### src/design/srt_pkg.sv
// srt_pkg: shared types and constants for the sorted record table
// used by srt_ctrl, srt_datapath and sorted_record_table; no dependencies
package srt_pkg;

	localparam int DEPTH_DEFAULT = 16;
	localparam int KEY_W         = 32;
	localparam int PAY_W         = 32;
	localparam int POS_W         = 8;
	localparam int CNT_OUT_W     = 5;

	typedef enum logic [1:0] {
		OP_INSERT = 2'd0,
		OP_SEARCH = 2'd1,
		OP_DELETE = 2'd2,
		OP_NONE   = 2'd3
	} op_t;

	typedef enum logic [1:0] {
		ST_OK        = 2'd0,
		ST_NOT_FOUND = 2'd1,
		ST_FULL      = 2'd2,
		ST_BAD_POS   = 2'd3
	} stat_t;

	typedef enum logic [1:0] {
		S_IDLE,
		S_INIT,
		S_SCAN,
		S_DONE
	} state_t;

	// controller to datapath
	typedef struct packed {
		logic  latch;
		logic  init;
		logic  step;
		logic  put_new;
		logic  cnt_inc;
		logic  cnt_dec;
		logic  grab;
		logic  out_load;
		stat_t res;
	} dp_cmd_t;

	// datapath to controller
	typedef struct packed {
		op_t  op;
		logic full;
		logic bad_pos;
		logic stop_ins;
		logic match;
		logic drained;
	} dp_stat_t;

endpackage

### src/design/sorted_record_table.sv
// sorted_record_table: top level joining the sequencer and the datapath
// depends on srt_pkg, srt_ctrl, srt_datapath
//
// channel   direction  handshake            fields
// in        input      in_valid, in_stall   cmd, record_key, record_payload, position
// out       output     out_valid, out_stall status, found_key, found_payload, entry_count
//
// one command at a time; a scan reads the stored entries one after another, its pace
// set by the single read port of the record memories (one entry per cycle)
// full, bad position and unused commands skip the scan and go from the init state to the done state
// reset empties the table at once (count cleared, memories left as they are)
// a finished result waits in the output register while the next beat is taken;
// a stalled output holds the sequencer before it loads the next result
module sorted_record_table
	import srt_pkg::*;
#(
	parameter int DEPTH = DEPTH_DEFAULT
) (
	input  logic                    clk,
	input  logic                    arst_n,
	input  logic                    in_valid,
	output logic                    in_stall,
	input  logic [1:0]              cmd,
	input  logic signed [KEY_W-1:0] record_key,
	input  logic [PAY_W-1:0]        record_payload,
	input  logic [POS_W-1:0]        position,
	output logic                    out_valid,
	input  logic                    out_stall,
	output logic [1:0]              status,
	output logic signed [KEY_W-1:0] found_key,
	output logic [PAY_W-1:0]        found_payload,
	output logic [CNT_OUT_W-1:0]    entry_count
);

	dp_cmd_t  dp_cmd;
	dp_stat_t dp_stat;

	srt_ctrl u_ctrl (
		.clk       (clk),
		.arst_n    (arst_n),
		.in_valid  (in_valid),
		.in_stall  (in_stall),
		.out_valid (out_valid),
		.out_stall (out_stall),
		.dp_stat   (dp_stat),
		.dp_cmd    (dp_cmd)
	);

	srt_datapath #(
		.DEPTH (DEPTH)
	) u_datapath (
		.clk            (clk),
		.arst_n         (arst_n),
		.dp_cmd         (dp_cmd),
		.dp_stat        (dp_stat),
		.cmd            (cmd),
		.record_key     (record_key),
		.record_payload (record_payload),
		.position       (position),
		.status         (status),
		.found_key      (found_key),
		.found_payload  (found_payload),
		.entry_count    (entry_count)
	);

	// a result is never loaded over one still waiting
	a_no_overwrite: assert property (@(posedge clk) disable iff (!arst_n)
		dp_cmd.out_load |-> !(out_valid && out_stall))
		else $error("result loaded over a stalled beat");

	// the new record is never written in a shifting cycle
	a_put_not_step: assert property (@(posedge clk) disable iff (!arst_n)
		dp_cmd.put_new |-> !dp_cmd.step)
		else $error("insert write collides with shift");

	// insert only grows the table below its depth
	a_inc_not_full: assert property (@(posedge clk) disable iff (!arst_n)
		dp_cmd.cnt_inc |-> !dp_stat.full)
		else $error("count raised on a full table");

	// an accepted beat keeps the input side busy
	a_busy_after_accept: assert property (@(posedge clk) disable iff (!arst_n)
		(in_valid && !in_stall) |=> in_stall)
		else $error("input taken while a beat is in progress");

endmodule

### src/design/srt_ctrl.sv
// srt_ctrl: command sequencer and output beat control for the sorted record table
// depends on srt_pkg
module srt_ctrl
	import srt_pkg::*;
(
	input  logic     clk,
	input  logic     arst_n,
	input  logic     in_valid,
	output logic     in_stall,
	output logic     out_valid,
	input  logic     out_stall,
	input  dp_stat_t dp_stat,
	output dp_cmd_t  dp_cmd
);

	state_t st_q, st_d;
	stat_t  res_q, res_d;
	logic   out_valid_q;

	always_ff @(posedge clk or negedge arst_n) begin
		if (!arst_n) begin
			st_q        <= S_IDLE;
			res_q       <= ST_OK;
			out_valid_q <= 1'b0;
		end else begin
			st_q  <= st_d;
			res_q <= res_d;
			if (dp_cmd.out_load) begin
				out_valid_q <= 1'b1;
			end else if (!out_stall) begin
				out_valid_q <= 1'b0;
			end
		end
	end

	assign in_stall  = (st_q != S_IDLE);
	assign out_valid = out_valid_q;

	always_comb begin
		st_d   = st_q;
		res_d  = res_q;
		dp_cmd = '0;
		dp_cmd.res = res_q;
		case (st_q)
			S_IDLE: begin
				if (in_valid) begin
					dp_cmd.latch = 1'b1;
					st_d = S_INIT;
				end
			end
			S_INIT: begin
				dp_cmd.init = 1'b1;
				case (dp_stat.op)
					OP_INSERT: begin
						if (dp_stat.full) begin
							res_d = ST_FULL;
							st_d  = S_DONE;
						end else begin
							st_d = S_SCAN;
						end
					end
					OP_SEARCH: st_d = S_SCAN;
					OP_DELETE: begin
						if (dp_stat.bad_pos) begin
							res_d = ST_BAD_POS;
							st_d  = S_DONE;
						end else begin
							st_d = S_SCAN;
						end
					end
					default: begin
						res_d = ST_BAD_POS;
						st_d  = S_DONE;
					end
				endcase
			end
			S_SCAN: begin
				case (dp_stat.op)
					OP_INSERT: begin
						if (dp_stat.stop_ins || dp_stat.drained) begin
							dp_cmd.put_new = 1'b1;
							dp_cmd.cnt_inc = 1'b1;
							res_d = ST_OK;
							st_d  = S_DONE;
						end else begin
							dp_cmd.step = 1'b1;
						end
					end
					OP_SEARCH: begin
						if (dp_stat.match) begin
							dp_cmd.grab = 1'b1;
							res_d = ST_OK;
							st_d  = S_DONE;
						end else if (dp_stat.drained) begin
							res_d = ST_NOT_FOUND;
							st_d  = S_DONE;
						end else begin
							dp_cmd.step = 1'b1;
						end
					end
					OP_DELETE: begin
						if (dp_stat.drained) begin
							dp_cmd.cnt_dec = 1'b1;
							res_d = ST_OK;
							st_d  = S_DONE;
						end else begin
							dp_cmd.step = 1'b1;
						end
					end
					default: begin
						res_d = ST_BAD_POS;
						st_d  = S_DONE;
					end
				endcase
			end
			S_DONE: begin
				if (!out_valid_q || !out_stall) begin
					dp_cmd.out_load = 1'b1;
					st_d = S_IDLE;
				end
			end
			default: st_d = S_IDLE;
		endcase
	end

endmodule

### src/design/srt_datapath.sv
// srt_datapath: record memories, scan pointers, entry count and result registers
// depends on srt_pkg
module srt_datapath
	import srt_pkg::*;
#(
	parameter int DEPTH = DEPTH_DEFAULT
) (
	input  logic                    clk,
	input  logic                    arst_n,
	input  dp_cmd_t                 dp_cmd,
	output dp_stat_t                dp_stat,
	input  logic [1:0]              cmd,
	input  logic signed [KEY_W-1:0] record_key,
	input  logic [PAY_W-1:0]        record_payload,
	input  logic [POS_W-1:0]        position,
	output logic [1:0]              status,
	output logic signed [KEY_W-1:0] found_key,
	output logic [PAY_W-1:0]        found_payload,
	output logic [CNT_OUT_W-1:0]    entry_count
);

	localparam int AW = $clog2(DEPTH);
	localparam int CW = $clog2(DEPTH + 1);
	localparam int PW = CW + POS_W;

	logic signed [KEY_W-1:0] key_mem [DEPTH];
	logic [PAY_W-1:0]        pay_mem [DEPTH];

	op_t                     op_q;
	logic signed [KEY_W-1:0] key_q;
	logic [PAY_W-1:0]        pay_q;
	logic [POS_W-1:0]        pos_q;
	logic [CW-1:0]           count_q;
	logic [CW-1:0]           rd_ptr_q;
	logic [CW-1:0]           hole_q;
	logic                    pend_q;
	logic signed [KEY_W-1:0] key_rd_q;
	logic [PAY_W-1:0]        pay_rd_q;
	logic signed [KEY_W-1:0] fnd_key_q;
	logic [PAY_W-1:0]        fnd_pay_q;

	logic                    is_ins;
	logic                    rd_end;
	logic                    rd_go;
	logic [AW-1:0]           rd_addr;
	logic                    wr_en;
	logic [AW-1:0]           wr_addr;
	logic signed [KEY_W-1:0] wr_key;
	logic [PAY_W-1:0]        wr_pay;
	logic                    shift;

	assign is_ins  = (op_q == OP_INSERT);
	assign rd_end  = is_ins ? (rd_ptr_q == '0) : (rd_ptr_q >= count_q);
	assign rd_go   = dp_cmd.step && !rd_end;
	assign rd_addr = is_ins ? AW'(rd_ptr_q - CW'(1)) : AW'(rd_ptr_q);
	assign shift   = dp_cmd.step && pend_q && (is_ins || op_q == OP_DELETE);
	assign wr_en   = shift || dp_cmd.put_new;
	assign wr_addr = AW'(hole_q);
	assign wr_key  = dp_cmd.put_new ? key_q : key_rd_q;
	assign wr_pay  = dp_cmd.put_new ? pay_q : pay_rd_q;

	assign dp_stat.op       = op_q;
	assign dp_stat.full     = (count_q >= CW'(DEPTH));
	assign dp_stat.bad_pos  = (PW'(pos_q) >= PW'(count_q));
	assign dp_stat.stop_ins = pend_q && (key_rd_q < key_q);
	assign dp_stat.match    = pend_q && (key_rd_q == key_q);
	assign dp_stat.drained  = !pend_q && rd_end;

	// record memories
	always_ff @(posedge clk) begin
		if (wr_en) begin
			key_mem[wr_addr] <= wr_key;
			pay_mem[wr_addr] <= wr_pay;
		end
		if (rd_go) begin
			key_rd_q <= key_mem[rd_addr];
			pay_rd_q <= pay_mem[rd_addr];
		end
	end

	// control registers
	always_ff @(posedge clk or negedge arst_n) begin
		if (!arst_n) begin
			op_q     <= OP_INSERT;
			count_q  <= '0;
			rd_ptr_q <= '0;
			hole_q   <= '0;
			pend_q   <= 1'b0;
		end else begin
			if (dp_cmd.latch) begin
				op_q <= op_t'(cmd);
			end
			if (dp_cmd.cnt_inc) begin
				count_q <= count_q + CW'(1);
			end else if (dp_cmd.cnt_dec) begin
				count_q <= count_q - CW'(1);
			end
			pend_q <= rd_go;
			if (dp_cmd.init) begin
				case (op_q)
					OP_INSERT: begin
						rd_ptr_q <= count_q;
						hole_q   <= count_q;
					end
					OP_DELETE: begin
						rd_ptr_q <= CW'(pos_q) + CW'(1);
						hole_q   <= CW'(pos_q);
					end
					default: begin
						rd_ptr_q <= '0;
						hole_q   <= '0;
					end
				endcase
			end else begin
				if (rd_go) begin
					rd_ptr_q <= is_ins ? rd_ptr_q - CW'(1) : rd_ptr_q + CW'(1);
				end
				if (shift) begin
					hole_q <= is_ins ? hole_q - CW'(1) : hole_q + CW'(1);
				end
			end
		end
	end

	// beat capture and result registers
	always_ff @(posedge clk) begin
		if (dp_cmd.latch) begin
			key_q <= record_key;
			pay_q <= record_payload;
			pos_q <= position;
		end
		if (dp_cmd.init) begin
			fnd_key_q <= '0;
			fnd_pay_q <= '0;
		end else if (dp_cmd.grab) begin
			fnd_key_q <= key_rd_q;
			fnd_pay_q <= pay_rd_q;
		end
		if (dp_cmd.out_load) begin
			status        <= dp_cmd.res;
			found_key     <= fnd_key_q;
			found_payload <= fnd_pay_q;
			entry_count   <= CNT_OUT_W'(count_q);
		end
	end

endmodule

### config.mk
export PLATFORM = sky130hd
export DESIGN_NAME = sorted_record_table
export DESIGN_NICKNAME = d
export VERILOG_FILES = /design/src/design/srt_pkg.sv /design/src/design/sorted_record_table.sv /design/src/design/srt_ctrl.sv /design/src/design/srt_datapath.sv
export SDC_FILE = /design/constraint.sdc
export NUM_CORES = 2
export LEC_CHECK = 0
export ABC_AREA = 1
export BUFFER_PORTS_ARGS = -buffer_cell sky130_fd_sc_hd__buf_2
export CORE_AREA = 2 2 310 312
export DETAILED_ROUTE_END_ITERATION = 6
export DIE_AREA = 0 0 312 314
export PLACE_DENSITY = 0.69
export REMOVE_ABC_BUFFERS = 1
export SLEW_MARGIN = 15
export SYNTH_ARGS = -nofsm -noshare
export SYNTH_HDL_FRONTEND = slang
export SYNTH_SLANG_ARGS = --single-unit
### constraint.sdc
create_clock -name clk -period 5.46 [get_ports clk]
set_input_delay 0.273 -clock clk [delete_from_list [all_inputs] [get_ports clk]]
set_output_delay 0.273 -clock clk [all_outputs]
set_load 0.02 [all_outputs]
* After elaboration in Yosys (flattened, before gate mapping)
Memories as Yosys holds them, arrays and structs flattened. A register that Yosys moved wholly into a read port is not among the register bits.
Cells that the tools add are included.
Widths: inputs -> output; s select.
** Cells by class
- Reductions and logical operators :: 24
- Magnitude comparators :: 4
- Add/sub/neg operators :: 7
- Mux-type cells :: 53
- Equal/unequal tests :: 15
** Operator list (number)
- $mux 32 :: 2
- $mux 5 :: 9
- $eq 32x32->1 :: 1
- $lt 32x32->1 :: 1
- $mux 2 :: 13
- $add 5x1->5 const B :: 4
- $pmux 5 s2 :: 2
- $mux 1 :: 19
- $pmux 2 s3 :: 3
- $sub 5x1->5 const B :: 3
- $reduce_bool 2->1 :: 5
- $ne 3x3->1 const B :: 3
- $ge 8x5->1 :: 1
- $pmux 2 s4 :: 1
- $reduce_and 7->1 :: 1
- $eq 2x2->1 const B :: 3
- $logic_and 1x1->1 :: 6
- $pmux 1 s3 :: 2
- $ge 5x5->1 :: 1
- $ge 5x5->1 const B :: 1
- $logic_not 5->1 :: 1
- $eq 2x1->1 const B :: 2
- $logic_not 1->1 :: 4
- $logic_not 2->1 :: 2
- other kinds (8) :: 13
** Storage, ports and cells
- Logic and storage cells :: 122
- Output and inout port bits :: 73
- Memory bits (writable) :: 1024
- Register bits after elaboration :: 230
- Memories kept :: 2
** Memory list
- u_datapath.key_mem :: words 16, bits a word 32, read ports 1, clocked after Yosys merged registers in 1, wr ports 1, line srt_datapath.sv:26 : logic signed [KEY_W-1:0] key_mem [DEPTH];
- u_datapath.pay_mem :: words 16, bits a word 32, read ports 1, clocked after Yosys merged registers in 1, wr ports 1, line srt_datapath.sv:27 : logic [PAY_W-1:0] pay_mem [DEPTH];

* Logic depth before layout (Yosys ltp)
- Word-level depth :: 12
- Gate-level depth with buffers :: 28
- Depth with buffers taken out :: 26

* By module
A second synthesis with hierarchy kept.
** Unflattened totals
- Cell total of the unflattened synthesis :: 4102
- Area, all modules :: 52818.2 µm²
** Modules (own cells, without submodules)
- srt_datapath :: seq. area each 38672.1 µm², area an instance 52316.4 µm², cells each 4019, instances 1
- srt_ctrl :: seq. area each 125.1 µm², area an instance 501.7 µm², cells each 83, instances 1

* Worst setup path after synthesis
OpenSTA, ideal clock, no wires.
- Path type :: flip-flop to flip-flop
- From :: register u_datapath.key_rd_q[31], read port of u_datapath.key_mem
- To :: memory u_datapath.key_mem[3][0] (enable)
- Path buffers :: 0
- Path slack :: 0.487 ns
- Data arrival time :: 4.486 ns
- Period minus slack after synthesis :: 4.973 ns
- Required time :: 4.973 ns
- Cell stages (with the launch flop) :: 16
- Setup time :: 0.487 ns
- Cells stage by stage :: edfxtp_1 > ha_1 > nand2_1 > nor2_2 > nand4_1 > nor2_2 > nand2_1 > nand2_1 > nand2_1 > nand3_2 > nand3_1 > nand2_2 > nand3_4 > nand2_2 > inv_2 > nor2_1
** Between the ends
- Cells in the longest elaborated chain, start to end :: 11
- Elaborated cells between the ends (all ways) :: 16
** Ends and longest elaborated chain
- from (decl) :: line srt_datapath.sv:37 : logic signed [KEY_W-1:0] key_rd_q;
- $lt 32x32->1 :: line srt_datapath.sv:65 : assign dp_stat.stop_ins = pend_q && (key_rd_q < key_q);
- $logic_and 1x1->1 :: line srt_datapath.sv:65
- $logic_or 1x1->1 :: line srt_ctrl.sv:80 : if (dp_stat.stop_ins || dp_stat.drained) begin
- $mux 1 :: line srt_ctrl.sv:80
- $pmux 1 s3 :: line srt_ctrl.sv:78 : case (dp_stat.op)
- $mux 5 * :: line srt_ctrl.sv:44 : case (st_q)
- $logic_and 1x1->1 (2 in a row) :: line srt_datapath.sv:56 : assign shift = dp_cmd.step && pend_q && (is_ins || op_q == OP_DELETE);
- $logic_or 1x1->1 * :: line srt_datapath.sv:57 : assign wr_en = shift || dp_cmd.put_new;
- $mux 1 * :: line srt_datapath.sv:71 : if (wr_en) begin
- $mux 1 (implied by the code) * :: line srt_datapath.sv:72 : key_mem[wr_addr] <= wr_key;
- to (decl) :: line srt_datapath.sv:26
Mark *: on every way between the ends. The rest lies on a longest branch, timed or not.

* Final worst setup path
- From :: register u_datapath.key_rd_q[11], read port of u_datapath.key_mem
- To :: memory u_datapath.pay_mem[5][7] (enable)
** Between the ends
- Cells in the longest elaborated chain, start to end :: 11
- Elaborated cells between the ends (all ways) :: 16
** Ends and longest elaborated chain
- $lt 32x32->1 :: line srt_datapath.sv:65
- $logic_and 1x1->1 :: line srt_datapath.sv:65
- $logic_or 1x1->1 :: line srt_ctrl.sv:80
- $mux 1 :: line srt_ctrl.sv:80
- $pmux 1 s3 :: line srt_ctrl.sv:78
- $mux 5 * :: line srt_ctrl.sv:44
- $logic_and 1x1->1 (2 in a row) :: line srt_datapath.sv:56
- $logic_or 1x1->1 * :: line srt_datapath.sv:57
- $mux 1 * :: line srt_datapath.sv:71
- $mux 1 (implied by the code) * :: line srt_datapath.sv:73 : pay_mem[wr_addr] <= wr_pay;
- to (decl) :: line srt_datapath.sv:27
Marked as above.

==> summary by stage <==
Worst setup path
The worst setup path is launched from a flop. The cell at the slowest stage of the critical path is sky130_fd_sc_hd__nor2_4. The buffer and inverter count on the worst path is 3. The cell type group with the largest total delay on the critical path is simple AND/OR/NAND/NOR gates. The maximum fanout along the worst path is 41. The signal on the critical path passes through ha_1 -> nand2_1 -> nor2_1 -> nand2_1 -> inv_1 -> nand2_1 -> nand2_1 -> nand2_1 -> nand2_1 -> nand2_1 -> nand3_2 -> nand3_1 -> nand2_2 -> nand3_4 -> nand2_2 -> inv_2 -> nor2_4 -> buf_12. The path type of the worst setup path is reg2reg. The critical path arrival is 4660 ps. STA puts the critical path data required time at 5860 ps. The cell that appears most often on the critical path is sky130_fd_sc_hd__nand2_1. The kind of end point of the critical path is a flop. The maximum cell stage delay along the critical path is 850 ps.

Logic synthesis
After synthesis, the share of flip-flops with an asynchronous set or reset is 0.0167. The flip-flop and latch count after synthesis is 1317. In this run, synthesis inferred 1231 flip-flops with an integrated enable. The number of distinct library cell variants in the gate-level netlist after synthesis is 41.

The area share of the leading cell type in the synthesized netlist is 0.715. The area of the mapped netlist is 51700 µm². The most frequently used flop master after synthesis is sky130_fd_sc_hd__edfxtp_1. The most frequent cell after synthesis is sky130_fd_sc_hd__edfxtp_1.

A synthesized cell averages 13.3 µm². The fraction of the yosys area taken by sequential cells is 0.751. After technology mapping, the gate count stands at 3885. The leading area contributor after synthesis is sky130_fd_sc_hd__edfxtp_1. The commonest cells after synthesis are sky130_fd_sc_hd__edfxtp_1, sky130_fd_sc_hd__nor2_1, sky130_fd_sc_hd__o21ai_0. The count of synthesis-stage warnings from yosys is 0.

Sorting the synthesized cells by area gives the leading types as sky130_fd_sc_hd__edfxtp_1, sky130_fd_sc_hd__o21ai_0, sky130_fd_sc_hd__nor2_1.

Placement
In this run the tool buffered the top-level ports with 150 buffer cells. The HPWL after detailed placement is 67.1 mm. The last weighted congestion value of the routability-driven placer is 0.848. Before CTS, the worst setup slack after placement is 1310 ps. Summing all placed instances gives a cell area of 54100 µm².

Clock tree
The clock latency of the later-clocked register in the worst-skew pair is 760 ps. The deepest level of the CTS H-tree is 4. In this run the deepest clock path goes through 3 buffers.

The clock edge transition at the registers on the reported setup and hold paths is 60 ps. TritonCTS built the clock tree. The sink count of the clock tree is 1317. Post-CTS timing repair inserted 0 buffers for setup. The number of buffers inserted during clock tree synthesis is 134. The tree is rooted in a sky130_fd_sc_hd__clkbuf_16. The post-CTS resize count is 0.

STA
The max-slew violation count came to 0. The final count of negative-setup-slack endpoints is 0. The worst slew margin relative to its limit is 0.186. Across all setup checks in the final design, the least slack found is 1200 ps.

The maximum clock rate is 235 MHz. The worst-margin pin slew is 1210 ps. Setup repair after global routing left no endpoint under its margin. In the finished design, the share of the clock period the worst path needs comes to 0.781. The clock arrives with 29.9 ps of skew.

After layout, the minimum clock period comes to 4260 ps. The hold violation total from the final report is 0.

Finish
The share of cells above drive strength 1 is 0.110. The net count of the finished layout is 4220. The post-synthesis to final-layout area growth is 14.5%. With fillers left out, the area of the finished cells amounts to 59200 µm². 0 antenna diodes ended up in the layout. The final core utilization is 0.626.

Routing
The number of design rule violations left after detail routing is 0. The number of DRC markers after the initial detailed-route iteration is 4218. The via density per instance is 6.05.

The first TritonRoute pass finished after 6 iterations. The total number of vias is 33000. After detailed routing, the average wire length per cell comes to 23.6 µm.

The remaining antenna violation count is 0. After detailed routing, the total wire length is 129 mm.

GRT
After global routing the overflow that remains totals 0. The initial antenna violation count is 4. The global-route wire length before repair is 194 mm. The via count of the first global-routing pass was 31700. Entering global routing, the biggest net connects 217 pins. Across every metal layer, demand over resource in global routing totals 0.261.

Power
The worst voltage drop across the vdd grid is 0.930 mV. The analysis attributes to cell leakage a power of 20.0 nW. The overall power of the completed layout is 35.6 mW. For this design the ratio of total power to cell area is 602 nW/µm².

Die
For this configuration, the core starts out at a cell density of 0.547. The floorplan step defined a core boundary enclosing 94400 µm². The die is 312 µm wide. The floorplan die height is 314 µm. The top-level port count is 151. The die covers 98000 µm².

The number of core rows is 113.

Hold path
The class of the most critical hold timing path is in2async.

Run
The max-capacitance violation count is 0.

Run status
The flow ran to the end, and the final reports show no timing, DRC or antenna violations.
cell families (layout without fill, tap and decap cells):
| group | after synthesis | after routing | synth area share |
|---|---|---|---|
| compound gates | 994 | 994 | 0.116 |
| buf+inv | 408 | 714 | 0.0321 |
| xor+xnor | 9 | 9 | 0.00153 |
| fa+ha+maj | 61 | 61 | 0.0151 |
| simple gates | 1096 | 1096 | 0.0847 |
| flops | 1317 | 1317 | 0.751 |
cells in the final DEF, fill, tap and decap left out, drive strengths merged:
cell type	count
a211oi	64
a21o	2
a21oi	31
a22oi	3
a31oi	1
a32oi	1
buf	235
bufinv	9
clkbuf	176
clkinv	47
clkinvlp	7
dfrtp	22
dfxtp	64
dlygate4sd3	76
edfxtp	1231
fa	2
ha	59
inv	164
nand2	308
nand3	125
nand4	10
nor2	646
nor3	4
nor3b	1
o211a	1
o211ai	1
o21a	3
o21ai	628
o221ai	196
o22ai	63
or2	2
xnor2	3
xor2	6
worst paths after layout:
check	startpoint	to	slack (ps)	cells after the start
worst max-delay path	u_datapath.key_rd_q[11]$_DFFE_PP_	u_datapath.pay_mem[5][7]$_DFFE_PP_	1200	18
worst min-delay path	arst_n	u_datapath.op_q[0]$_DFFE_PN0P_	60	2
max in group asynchronous	arst_n	u_ctrl.res_q[0]$_DFFE_PN0P_	5020	2
worst max register to register	u_datapath.key_rd_q[11]$_DFFE_PP_	u_datapath.pay_mem[5][7]$_DFFE_PP_	1200	18
worst min register to register	u_datapath.fnd_key_q[0]$_SDFFE_PP0P_	u_datapath.found_key[0]$_DFFE_PP_	430	0
min in group clk	in_valid	u_ctrl.st_q[1]$_DFFE_PN0P_	70	6
stage by stage:
step | TNS (ps) | cells | hold slack [ps]
2_1_floorplan | -459010 | 3634 | -22.6
3_3_place_gp | 0 | 5134 | 294
3_5_place_dp | 0 | 5134 | 295
4_1_cts | 0 | 5456 | 39.0
5_1_grt | 0 | 5456 | 82.4
6_report | 0 | 5456 | 55.9
sequential cells by signal, indices dropped and copies added (netlist names), 4 cells and up:
name,cells
u_datapath.fnd_pay_q,32
u_datapath.pay_mem,512
u_datapath.key_rd_q,32
u_datapath.rd_ptr_q,5
u_datapath.hole_q,4
u_datapath.pay_rd_q,32
u_datapath.entry_count,5
u_datapath.pay_q,32
u_datapath.key_mem,512
u_datapath.count_q,5
u_datapath.found_key,32
u_datapath.pos_q,8
u_datapath.found_payload,32
u_datapath.key_q,32
u_datapath.fnd_key_q,32
layer usage:
layer	global-route usage	vias to the layer above	routed length, µm
met5	0	-	0
met4	0.0826	0	3000
met3	0.0452	206	11500
met2	0.405	1698	59900
met1	0.382	16300	54400
li1	-	14800	-
power by group:
part / leakage [nW] / internal [mW] / switching [mW]
clock: 2.08 / 5.12 / 3.87
combinational: 5.98 / 3.65 / 9.97
sequential: 11.9 / 12.7 / 0.278
layout make-up:
type                            count  area (µm²)
Multi-Input combinational cell   2160       11400
Fill cell                        6955       35300
Sequential cell                  1317       38800
Clock inverter                     70         718
Inverter                          157         609
Timing Repair Buffer              311        2460
Clock buffer                      176        3590
Tap cell                         1265        1580
timing repair:
action | in CTS | in global routing
endpoints found under the setup margin | 0 | 0
hold buffers | 76 | 0
hold endpoints to repair | 97 | 0
(Power assumes the default switching activity.)
